$ cat src/design/segmented_byte_memory_assert.svh
// Assertion macros for the segmented byte memory.
// Included by sbm_back, which carries the concurrent checks; no other dependencies.
`ifndef SEGMENTED_BYTE_MEMORY_ASSERT_SVH
`define SEGMENTED_BYTE_MEMORY_ASSERT_SVH

`ifndef SYNTHESIS

// expr must never be true outside reset
`define SBM_ASSERT_NEVER(label, clk, rst, expr) \
  label: assert property (@(posedge clk) disable iff (rst) !(expr)) \
    else $error("assertion failed");

// cons holds in the same cycle as ante
`define SBM_ASSERT_IMPLY(label, clk, rst, ante, cons) \
  label: assert property (@(posedge clk) disable iff (rst) (ante) |-> (cons)) \
    else $error("assertion failed");

// cons holds in the cycle after ante
`define SBM_ASSERT_NEXT(label, clk, rst, ante, cons) \
  label: assert property (@(posedge clk) disable iff (rst) (ante) |=> (cons)) \
    else $error("assertion failed");

`else

`define SBM_ASSERT_NEVER(label, clk, rst, expr)
`define SBM_ASSERT_IMPLY(label, clk, rst, ante, cons)
`define SBM_ASSERT_NEXT(label, clk, rst, ante, cons)

`endif

`endif

$ cat src/design/sbm_pkg.sv
// Shared constants, types and codes for the segmented byte memory.
// No dependencies; every other file but the assertion macro header imports this package.
package sbm_pkg;

  // memory geometry
  localparam int MEM_BYTES    = 16384;
  localparam int NUM_SEGMENTS = 8;
  localparam int NUM_BANKS    = 4;
  localparam int LANE_W       = $clog2(NUM_BANKS);
  localparam int ADDR_W       = $clog2(MEM_BYTES);
  localparam int ROWS         = MEM_BYTES / NUM_BANKS;
  localparam int ROW_W        = $clog2(ROWS);

  // field widths
  localparam int CODE_W = 15;
  localparam int SEG_W  = 16;
  localparam int OFF_W  = 16;
  localparam int PHYS_W = 17;
  localparam int END_W  = PHYS_W + 1;
  localparam int DATA_W = 32;

  // segment table
  localparam logic [SEG_W-1:0]  SEG_CODE     = 16'd0;
  localparam logic [SEG_W-1:0]  SEG_DATA     = 16'd1;
  localparam logic [SEG_W-1:0]  SEG_COUNT    = SEG_W'(NUM_SEGMENTS);
  localparam logic [PHYS_W-1:0] UNUSED_BASE  = 17'h0FFFF;
  localparam logic [END_W-1:0]  UNUSED_END   = 18'h0FFFF + 18'h0FFFF;
  localparam logic [END_W-1:0]  MEM_END      = END_W'(MEM_BYTES);

  // queue between front and back
  localparam int QDEPTH  = 2;
  localparam int QPTR_W  = $clog2(QDEPTH);
  localparam int QCNT_W  = $clog2(QDEPTH + 1);

  typedef enum logic [1:0] {
    OP_READ_BYTE  = 2'd0,
    OP_READ_WORD  = 2'd1,
    OP_WRITE_BYTE = 2'd2,
    OP_WRITE_WORD = 2'd3
  } opcode_t;

  typedef enum logic [1:0] {
    ST_OK         = 2'd0,
    ST_BAD_INDEX  = 2'd1,
    ST_BEYOND_MEM = 2'd2,
    ST_SEG_FAULT  = 2'd3
  } status_t;

  // classified request handed from front to back
  typedef struct packed {
    opcode_t              op;
    status_t              status;
    logic [PHYS_W-1:0]    phys;
    logic [DATA_W-1:0]    wdata;
  } task_t;

  // queue status seen by both sides
  typedef struct packed {
    logic full;
    logic not_empty;
  } q_stat_t;

  // back-end status seen by the front
  typedef struct packed {
    logic clearing;
  } back_stat_t;

endpackage

$ cat src/design/sbm_queue.sv
// Short FIFO of classified requests between front and back.
// Depends on sbm_pkg.
module sbm_queue (
  input  logic              clk,
  input  logic              rst,
  input  logic              push,
  input  sbm_pkg::task_t    push_data,
  input  logic              pop,
  output sbm_pkg::task_t    pop_data,
  output sbm_pkg::q_stat_t  stat
);
  import sbm_pkg::*;

  task_t               entries [QDEPTH];
  logic [QPTR_W-1:0]   wptr;
  logic [QPTR_W-1:0]   rptr;
  logic [QCNT_W-1:0]   count;

  assign stat.full      = (count == QCNT_W'(QDEPTH));
  assign stat.not_empty = (count != '0);
  assign pop_data       = entries[rptr];

  // storage, no reset needed
  always_ff @(posedge clk) begin
    if (push) begin
      entries[wptr] <= push_data;
    end
  end

  // pointers and fill count
  always_ff @(posedge clk) begin
    if (rst) begin
      wptr  <= '0;
      rptr  <= '0;
      count <= '0;
    end else begin
      if (push) begin
        wptr <= (wptr == QPTR_W'(QDEPTH - 1)) ? '0 : wptr + 1'b1;
      end
      if (pop) begin
        rptr <= (rptr == QPTR_W'(QDEPTH - 1)) ? '0 : rptr + 1'b1;
      end
      case ({push, pop})
        2'b10:   count <= count + 1'b1;
        2'b01:   count <= count - 1'b1;
        default: count <= count;
      endcase
    end
  end

endmodule

$ cat config.mk
export PLATFORM = sky130hd
export DESIGN_NAME = sbm_queue
export DESIGN_NICKNAME = d
export VERILOG_FILES = /design/src/design/segmented_byte_memory_assert.svh /design/src/design/sbm_pkg.sv /design/src/design/sbm_queue.sv
export SDC_FILE = /design/constraint.sdc
export NUM_CORES = 1
export LEC_CHECK = 0
export CORE_ASPECT_RATIO = 1.5
export CORE_MARGIN = 4
export CORE_UTILIZATION = 57
export DETAILED_ROUTE_END_ITERATION = 10
export DONT_BUFFER_PORTS = 1
export GPL_TIMING_DRIVEN = 0
export PLACE_DENSITY_LB_ADDON = 0.05
export SLEW_MARGIN = 25
export SYNTH_ARGS = -nofsm -noshare
export SYNTH_HDL_FRONTEND = slang
export SYNTH_SLANG_ARGS = --single-unit
$ cat constraint.sdc
create_clock -name clk -period 7.2 [get_ports clk]
set_input_delay 0.72 -clock clk [delete_from_list [all_inputs] [get_ports clk]]
set_output_delay 0.72 -clock clk [all_outputs]
set_load 0.1 [all_outputs]
==> reports/metrics.yaml <==
worst_setup_path:
  path_buf_inv: 2
  worst_path_dominant_cell_family: "multiplexers"
  cp-start-kind: "register"
  worstRegToRegCells: 3
  rr_startpoint: "wptr"
  crit_path_frequent_cell: "buf_2"
  cp_cell_sequence: "buf_2, buf_2, mux2_2"
  regToRegSetupSlack_ps: 5580
  worstPathArrival_ps: 1720
  path_max_fanout: 10
  end_kind: "output pin"
  crit_type: "register to output pin"
  crit_slowest_cell: "mux2_2"
  rr_endpoint: "entries[0][4]"
  required_ps: 6480
  cpPeakStageDelay_ps: 600
clock_network:
  ctsResizeCount: 0
  hold_buffers: 0
  cts_buffers: 9
  htree_levels: 3
  clockBufferDepth: 2
  clk_latency_ps: 350
  clock_sinks: 111
  root_buffer: "clkbuf_8"
  cts_tree: "built"
  post_cts_buffers: 0
  clkTransAtPathRegs_ps: 90
yosys:
  synthMostInstantiatedCell: "edfxtp_1"
  syn_inst: 187
  async_reset_ff_share_pct: 0
  synth_warnings: 0
  yosys_register_bits: 111
  synth_cell_types: 15
  synthTopCellsByCount: "edfxtp_1, mux2_2, buf_2"
  syn_area_mm2: 0.004018
  yosysSeqAreaShare_pct: 81.72
  synth_area_per_cell_um2: 21.48
  synth_edf_count: 106
  synth_top_area_share_pct: 79.23
  synth.area.top_cells: "edfxtp_1, mux2_2, dfxtp_1"
  yosys_most_used_dff: "edfxtp_1"
  syn_nets: 245
  synth_top_area_cell: "edfxtp_1"
route:
  wl_mm: 6.388
  drc_errors: 0
  drtIter0Drc: 109
  ant_nets: 0
  wl_per_cell_um: 22.57
  vias: 1650
  drt_pass1_iterations: 4
  via_per_inst: 5.830
sta:
  final.period_utilization_pct: 33.86
  min_period_ps: 2438
  setup_tns_ps: 0
  finalWorstSetupSlack_ps: 4762
  slew_headroom_pct: 52.91
  grt_setup_unrepaired: "false"
  max_freq_mhz: 410.2
  hold_violations: 0
  setup_viol: 0
  finClkSkew_ps: 9.859
  final-max-slew-violation-count: 0
  whs_ps: 422.4
  tightest_slew_ps: 706.4
finish:
  fillers: 487
  nets: 258
  diodes: 0
  syn_to_final_growth_pct: 8.845
  layout-drive-gt1-share_pct: 38.05
floorplanning:
  die_area_mm2: 0.008483
  initial_core_util_pct: 58.64
  row_count: 37
  die_h_um: 110.8
  core_area_mm2: 0.006852
  ioPinCount: 112
  fp.dieW_um: 76.55
global_route:
  grt_max_degree: 54
  grt_pass1_wl_mm: 9.977
  antenna_found_initial: 0
  grt_pass1_vias: 1840
  grt_usage_pct: 16.02
  overflow: 0
placement:
  hpwl_mm: 4.594
  portBuffers: 0
  dp_slack_ps: 5117
  gp_congestion: 0.6411
power_and_ir_drop:
  power.static_leakage_nw: 1.437
  p_total_mw: 1.465
  power_density_mw_per_mm2: 335.0
  peakVddDrop_mv: 0.2177
run_status:
  outcome: "finished, final reports clean"
worst_hold_path:
  hold_depth: 1
  worstHoldStart: "rst"
  min_to: "count[1]"
  hold_path.class: "primary input to register"
job:
  maxCapViolCount: 0
-- worst reg2reg max path, stage by stage (launching register included) --
cell and delay, ps:
dfxtp_1 370, nor2_4 540, buf_16 240, buf_16 170
-- per-layer routing --
metal | share of wire (%) | routed length, um | GRT usage, %
met5 | 0 | 0 | 0
met4 | 1.2 | 79 | 6.530
met3 | 9.1 | 581 | 7.154
met2 | 58 | 3728 | 29.01
met1 | 31 | 1998 | 15.58
-- sequential cells by signal (all words and copies together) (netlist names), named ones only --
name	flops
entries	106
count	2
rptr	1
wptr	1
-- placed cells by master (no fill, tap or decap), drive strengths merged --
| cell type | instances |
|---|---|
| or3 | 1 |
| o21ai | 1 |
| and2b | 1 |
| mux2 | 53 |
| or2 | 1 |
| xor2 | 1 |
| clkbuf | 13 |
| nor2 | 5 |
| ha | 1 |
| clkinv | 2 |
| and2 | 1 |
| edfxtp | 106 |
| xnor2 | 3 |
| bufinv | 1 |
| a21oi | 1 |
| buf | 8 |
| dfxtp | 5 |
| inv | 1 |
-- stage by stage --
stage / area [um^2] / std cells / utilization (%)
2_1_floorplan: 4018 / 187 / -
3_3_place_gp: 4115 / 265 / 60.06
3_5_place_dp: 4180 / 267 / 61.01
4_1_cts: 4373 / 283 / 63.82
5_1_grt: 4373 / 283 / 63.82
6_report: 4373 / 283 / 63.82
-- logic make-up after synthesis --
kind of cell / Yosys count / synth area share (%)
compound gates: 2 / 0.2489
fa+ha+maj: 1 / 0.3114
xor+xnor: 4 / 0.8722
flops: 111 / 81.72
buf+inv: 7 / 0.8408
mux: 53 / 14.86
simple gates: 9 / 1.153
-- worst max-delay path by stage --
stage	startpoint	end	slack, ps	cells after the start
floorplan	push	entries[0][0]	3730	2
global placement	push	entries[0][9]	2830	2
detailed placement	register	pop_data[51]	5120	3
CTS	register	pop_data[51]	4720	3
global route	register	pop_data[1]	4630	3
finish	register	pop_data[51]	4760	3
-- final cells by class --
cell class,count,area [um^2],area share (%)
Sequential cell,111,3283,75.08
Multi-Input combinational cell,69,710.7,16.25
Clock buffer,13,148.9,3.405
Tap cell,78,97.59,2.232
Timing Repair Buffer,2,55.05,1.259
Clock inverter,3,43.79,1.001
Buffer,6,30.03,0.6867
Inverter,1,3.754,0.08584
-- report_power, final --
part	leakage, nW	switching [mW]	internal, mW
Sequential	1.04	0.0102	0.751
Combinational	0.303	0.306	0.0485
Clock	0.0976	0.178	0.171
(Power assumes the default switching activity.)
