## src/design/segmented_byte_memory_assert.svh

```systemverilog
// Assertion macros for the segmented byte memory.
// Included by sbm_back, which carries the concurrent checks; no other dependencies.
`ifndef SEGMENTED_BYTE_MEMORY_ASSERT_SVH
`define SEGMENTED_BYTE_MEMORY_ASSERT_SVH

`ifndef SYNTHESIS

// expr must never be true outside reset
`define SBM_ASSERT_NEVER(label, clk, rst, expr) \
  label: assert property (@(posedge clk) disable iff (rst) !(expr)) \
    else $error("assertion failed");

// cons holds in the same cycle as ante
`define SBM_ASSERT_IMPLY(label, clk, rst, ante, cons) \
  label: assert property (@(posedge clk) disable iff (rst) (ante) |-> (cons)) \
    else $error("assertion failed");

// cons holds in the cycle after ante
`define SBM_ASSERT_NEXT(label, clk, rst, ante, cons) \
  label: assert property (@(posedge clk) disable iff (rst) (ante) |=> (cons)) \
    else $error("assertion failed");

`else

`define SBM_ASSERT_NEVER(label, clk, rst, expr)
`define SBM_ASSERT_IMPLY(label, clk, rst, ante, cons)
`define SBM_ASSERT_NEXT(label, clk, rst, ante, cons)

`endif

`endif

```

## src/design/sbm_pkg.sv

```systemverilog
// Shared constants, types and codes for the segmented byte memory.
// No dependencies; every other file but the assertion macro header imports this package.
package sbm_pkg;

  // memory geometry
  localparam int MEM_BYTES    = 16384;
  localparam int NUM_SEGMENTS = 8;
  localparam int NUM_BANKS    = 4;
  localparam int LANE_W       = $clog2(NUM_BANKS);
  localparam int ADDR_W       = $clog2(MEM_BYTES);
  localparam int ROWS         = MEM_BYTES / NUM_BANKS;
  localparam int ROW_W        = $clog2(ROWS);

  // field widths
  localparam int CODE_W = 15;
  localparam int SEG_W  = 16;
  localparam int OFF_W  = 16;
  localparam int PHYS_W = 17;
  localparam int END_W  = PHYS_W + 1;
  localparam int DATA_W = 32;

  // segment table
  localparam logic [SEG_W-1:0]  SEG_CODE     = 16'd0;
  localparam logic [SEG_W-1:0]  SEG_DATA     = 16'd1;
  localparam logic [SEG_W-1:0]  SEG_COUNT    = SEG_W'(NUM_SEGMENTS);
  localparam logic [PHYS_W-1:0] UNUSED_BASE  = 17'h0FFFF;
  localparam logic [END_W-1:0]  UNUSED_END   = 18'h0FFFF + 18'h0FFFF;
  localparam logic [END_W-1:0]  MEM_END      = END_W'(MEM_BYTES);

  // queue between front and back
  localparam int QDEPTH  = 2;
  localparam int QPTR_W  = $clog2(QDEPTH);
  localparam int QCNT_W  = $clog2(QDEPTH + 1);

  typedef enum logic [1:0] {
    OP_READ_BYTE  = 2'd0,
    OP_READ_WORD  = 2'd1,
    OP_WRITE_BYTE = 2'd2,
    OP_WRITE_WORD = 2'd3
  } opcode_t;

  typedef enum logic [1:0] {
    ST_OK         = 2'd0,
    ST_BAD_INDEX  = 2'd1,
    ST_BEYOND_MEM = 2'd2,
    ST_SEG_FAULT  = 2'd3
  } status_t;

  // classified request handed from front to back
  typedef struct packed {
    opcode_t              op;
    status_t              status;
    logic [PHYS_W-1:0]    phys;
    logic [DATA_W-1:0]    wdata;
  } task_t;

  // queue status seen by both sides
  typedef struct packed {
    logic full;
    logic not_empty;
  } q_stat_t;

  // back-end status seen by the front
  typedef struct packed {
    logic clearing;
  } back_stat_t;

endpackage

```

## src/design/sbm_if.sv

```systemverilog
// Valid/ready channel interfaces: request, response and configuration.
// Depends on sbm_pkg.
interface sbm_req_if;
  import sbm_pkg::*;
  logic                 valid;
  logic                 ready;
  opcode_t              opcode;
  logic [DATA_W-1:0]    logical_address;
  logic [DATA_W-1:0]    write_data;
  modport source (output valid, opcode, logical_address, write_data, input ready);
  modport sink   (input valid, opcode, logical_address, write_data, output ready);
endinterface


interface sbm_cfg_if;
  import sbm_pkg::*;
  logic                 valid;
  logic                 ready;
  logic [CODE_W-1:0]    code_size;
  modport source (output valid, code_size, input ready);
  modport sink   (input valid, code_size, output ready);
endinterface

```

## src/design/sbm_front.sv

```systemverilog
// Front end: holds code_size, accepts requests, translates and checks them.
// Depends on sbm_pkg and sbm_if; feeds sbm_queue.
module sbm_front (
  input  logic                 clk,
  input  logic                 rst,
  sbm_req_if.sink              req,
  sbm_cfg_if.sink              cfg,
  input  sbm_pkg::q_stat_t     q_stat,
  input  sbm_pkg::back_stat_t  back_stat,
  output logic                 push,
  output sbm_pkg::task_t       push_data
);
  import sbm_pkg::*;

  logic [CODE_W-1:0]  code_size;
  logic [SEG_W-1:0]   idx;
  logic [OFF_W-1:0]   off;
  logic [PHYS_W-1:0]  base;
  logic [END_W-1:0]   seg_end;
  logic [PHYS_W-1:0]  phys;
  logic [END_W-1:0]   last;
  logic               bad_index;
  logic               beyond;
  logic               fault;

  // configuration register
  assign cfg.ready = 1'b1;
  always_ff @(posedge clk) begin
    if (rst) begin
      code_size <= '0;
    end else if (cfg.valid) begin
      code_size <= cfg.code_size;
    end
  end

  // accept while there is queue room and memory is not being cleared
  assign req.ready = !q_stat.full && !back_stat.clearing;
  assign push      = req.valid && req.ready;

  assign idx = req.logical_address[DATA_W-1 -: SEG_W];
  assign off = req.logical_address[OFF_W-1:0];

  // segment table lookup: base and end of segment
  always_comb begin
    if (idx == SEG_CODE) begin
      base    = '0;
      seg_end = END_W'(code_size);
    end else if (idx == SEG_DATA) begin
      base    = PHYS_W'(code_size);
      seg_end = (END_W'(code_size) >= MEM_END) ? END_W'(code_size) : MEM_END;
    end else begin
      base    = UNUSED_BASE;
      seg_end = UNUSED_END;
    end
  end

  // translation and range checks
  assign phys      = base + PHYS_W'(off);
  assign last      = END_W'(phys) + (req.opcode[0] ? END_W'(4) : END_W'(1));
  assign bad_index = (idx >= SEG_COUNT);
  assign beyond    = (END_W'(phys) >= MEM_END) || (last > MEM_END);
  assign fault     = (last > seg_end);

  always_comb begin
    push_data.op    = req.opcode;
    push_data.wdata = req.write_data;
    push_data.phys  = bad_index ? '0 : phys;
    if (bad_index) begin
      push_data.status = ST_BAD_INDEX;
    end else if (beyond) begin
      push_data.status = ST_BEYOND_MEM;
    end else if (fault) begin
      push_data.status = ST_SEG_FAULT;
    end else begin
      push_data.status = ST_OK;
    end
  end

endmodule

```

## src/flat_wrapper.sv

```systemverilog
// flat-port wrapper written by rule: the top's interface ports become plain ports
module sbm_front_flat import sbm_pkg::*;
  (clk, rst, q_stat, back_stat, push, push_data, req_valid, req_opcode, req_logical_address, req_write_data, req_ready, cfg_valid, cfg_code_size, cfg_ready);
  sbm_req_if req_i ();
  sbm_cfg_if cfg_i ();
  input  logic clk;
  input  logic rst;
  input  sbm_pkg::q_stat_t q_stat;
  input  sbm_pkg::back_stat_t back_stat;
  output logic push;
  output sbm_pkg::task_t push_data;
  input wire logic [$bits(req_i.valid)-1:0] req_valid;
  input wire logic [$bits(req_i.opcode)-1:0] req_opcode;
  input wire logic [$bits(req_i.logical_address)-1:0] req_logical_address;
  input wire logic [$bits(req_i.write_data)-1:0] req_write_data;
  output wire logic [$bits(req_i.ready)-1:0] req_ready;
  input wire logic [$bits(cfg_i.valid)-1:0] cfg_valid;
  input wire logic [$bits(cfg_i.code_size)-1:0] cfg_code_size;
  output wire logic [$bits(cfg_i.ready)-1:0] cfg_ready;
  assign req_i.valid = req_valid;
  assign req_i.opcode = req_opcode;
  assign req_i.logical_address = req_logical_address;
  assign req_i.write_data = req_write_data;
  assign req_ready = req_i.ready;
  assign cfg_i.valid = cfg_valid;
  assign cfg_i.code_size = cfg_code_size;
  assign cfg_ready = cfg_i.ready;
  sbm_front u_core (.clk(clk), .rst(rst), .req(req_i), .cfg(cfg_i), .q_stat(q_stat), .back_stat(back_stat), .push(push), .push_data(push_data));
endmodule
```

## config.mk

```make
export PLATFORM = sky130hd
export DESIGN_NAME = sbm_front_flat
export DESIGN_NICKNAME = d
export VERILOG_FILES = /design/src/design/segmented_byte_memory_assert.svh /design/src/design/sbm_pkg.sv /design/src/design/sbm_if.sv /design/src/design/sbm_front.sv /design/src/flat_wrapper.sv
export SDC_FILE = /design/constraint.sdc
export NUM_CORES = 1
export LEC_CHECK = 0
export ABC_AREA = 1
export BUFFER_PORTS_ARGS = -buffer_cell sky130_fd_sc_hd__buf_2
export CORE_MARGIN = 1.5
export CORE_UTILIZATION = 45
export CTS_BUF_LIST = sky130_fd_sc_hd__clkbuf_4 sky130_fd_sc_hd__clkbuf_8
export DETAILED_ROUTE_END_ITERATION = 16
export GPL_TIMING_DRIVEN = 0
export HOLD_SLACK_MARGIN = 0.15
export PLACE_DENSITY = 0.83
export SLEW_MARGIN = 15
export SYNTH_ARGS = -nofsm -noshare
export SYNTH_HDL_FRONTEND = slang
export SYNTH_SLANG_ARGS = --single-unit
```

## constraint.sdc

```tcl
create_clock -name clk -period 6.1 [get_ports clk]
set_input_delay 0.305 -clock clk [delete_from_list [all_inputs] [get_ports clk]]
set_output_delay 0.305 -clock clk [all_outputs]
set_load 0.02 [all_outputs]
```

==> metrics.yaml <==
yosys:
  synth.ff_latch_count: 15
  syn_area_sq_um: 3180
  yosys_warnings: 0
  async_reset_ff_share_pct: 0
  ys_seq_area_share_pct: 9.43
  synth.distinct_cells: 40
  syn_area_per_cell_sq_um: 5.82
  synth_edf_count: 0
  synth_top_flop_cell: "dfxtp_1"
  syn_nets: 672
  postSynthCellCount: 547
setup_path:
  critPathKind: "primary input to output port"
  critPathRequiredTime_ps: 5790
  crit_arrival_ps: 5290
  crit_fanout: 9
  critPathSlowestCell: "ha_1"
  cp_common_cell: "nand2_1"
  slowest_delay_ps: 320
  cp-start-kind: "primary input"
  endpoint_kind: "output port"
cells_and_area:
  final_cell_mix: "168 x nand2_1, 110 x buf_2, 75 x inv_1"
  diodes: 0
  drive_gt1_share_pct: 29.4
  fin_util_pct: 57.1
  largest-register: "u_core.code_size"
  reg.largest.list: "u_core.code_size (15)"
  final_common_cell: "nand2_1"
  nets: 785
  areaGrowthSynthToFinish_pct: 22.5
  largest_reg_flops: 15
route:
  wl_um: 8310
  post_drt_wl_per_cell_um: 11.0
  drt_iter0_drc: 114
  final_antenna_net_count: 0
  drcViolationCount: 0
  firstDrtPassIters: 5
  dr_total_vias: 3640
  via_per_inst: 4.82
grt:
  antenna_found_initial: 0
  grt_max_degree: 12
  grt_overflow: 0
  grt_pass1_vias: 3052
  grtUsageTotal_pct: 20.2
  grt_pass1_wl_um: 12500
timing:
  fmax_mhz: 179
  drv_slew: 0
  period_needed_ps: 5590
  hold_slack_ps: 294
  period_share_pct: 91.7
  finalSetupTns_ps: 0
  setup_viol: 0
  skew_ps: 0
  hold_viol: 0
run_status:
  status: "finished clean"
die:
  core_sq_um: 6830
  dieArea_sq_um: 7590
  dieHeight_um: 87.1
  die_w_um: 87.1
  rows: 30
  io_pins: 144
  initial_core_util_pct: 46.6
clock_network:
  cts_tree: "done"
  cts_sinks: 15
  insertion_delay_ps: 240
  cts-root-buf: "clkbuf_8"
  cts.path.max_buffers: 2
  clk_pin_slew_ps: 50
  cts_setup_buffers: 0
  cts_inserted_buffers: 3
  htree_levels: 1
placed_design:
  gp_congestion: 0.913
  dp_hpwl_um: 7160
  port-buffer-count: 108
power_and_ir_drop:
  power_density_nw_per_um2: 103
  worst_ir_drop_vdd_mv: 0.137
  power.leakage_nw: 2.27
  power.total_uw: 402
flow_run:
  drv_cap: 0
min_path:
  min_path_type: "primary input to flip-flop"
==> per-stage QoR <==
step | setup WS, ps | std cells | instance area (sq um)
after floorplan | 1220 | 547 | 3180
after global placement | 490 | 751 | 3840
after detailed placement | 372 | 751 | 3840
after CTS | 355 | 755 | 3890
after global routing | -14.3 | 755 | 3900
final | 506 | 755 | 3900
==> area by class of cell <==
class,instances,area [sq um]
multi-input cells,404,2270
repair buffers,108,541
well taps,96,120
inverters,84,315
plain buffers,44,303
fillers,701,2930
flip-flops and latches,15,300
clock buffers,4,48.8
==> routing by layer <==
layer,GRT usage (%),routed length (um),vias up
li1,-,-,1927
met1,25.5,3770,1580
met2,38.2,4020,129
met3,0.569,436,4
met4,4.04,92,0
met5,0,0,-
==> cells by family (layout without fill, tap and decap cells) <==
kind of cell | count (synthesis) | after routing | share of synthesized area, %
compound gates | 59 | 59 | 10.1
xor+xnor | 5 | 5 | 1.61
fa+ha+maj | 37 | 37 | 14.8
buf+inv | 128 | 240 | 19.4
flops | 15 | 15 | 9.43
other cells | 1 | 1 | 0.118
simple gates | 302 | 302 | 44.6
==> where the power goes <==
group	total, mW	internal (mW)	switching [mW]
Sequential	0.108	0.104	0.00422
Clock	0.0813	0.0506	0.0308
Combinational	0.213	0.0846	0.129
Total	0.402	0.239	0.164
==> timing repair <==
action,CTS,global route
endpoints found under the hold margin,0,0
setup endpoints to repair,0,2
hold buffers,0,0
gates resized for setup,0,2
==> final timing paths <==
| check | cells after the start | endpoint | slack [ps] | from |
|---|---|---|---|---|
| max reg2reg | 2 | u_core.code_size[14] | 5410 | u_core.code_size[14] |
| min reg2reg | 2 | u_core.code_size[3] | 480 | u_core.code_size[3] |
| min | 2 | u_core.code_size[5] | 290 | rst |
| max | 39 | push_data[50] | 510 | req_logical_address[22] |
==> synth_stat cells (4+ instances only) <==
| master | n | area [sq um] |
|---|---|---|
| a211oi_1 | 4 | 30.0 |
| a21oi_1 | 32 | 160 |
| buf_4 | 36 | 270 |
| clkbuf_1 | 6 | 22.5 |
| dfxtp_1 | 15 | 300 |
| ha_1 | 36 | 450 |
| inv_1 | 75 | 282 |
| inv_2 | 8 | 30.0 |
| nand2_1 | 168 | 631 |
| nand2_2 | 12 | 75.1 |
| nand3_1 | 28 | 140 |
| nand3_2 | 6 | 60.1 |
| nand4_1 | 12 | 75.1 |
| nor2_1 | 49 | 184 |
| nor3_1 | 6 | 30.0 |
| o21ai_0 | 18 | 90.1 |
==> critical path, delay by kind of cell <==
| family | cells | cell delay, ps |
|---|---|---|
| simple gates | 24 | 2800 |
| buf+inv | 9 | 950 |
| fa+ha+maj | 3 | 880 |
| compound gates | 3 | 350 |
Power figures use the tool's default switching activity.
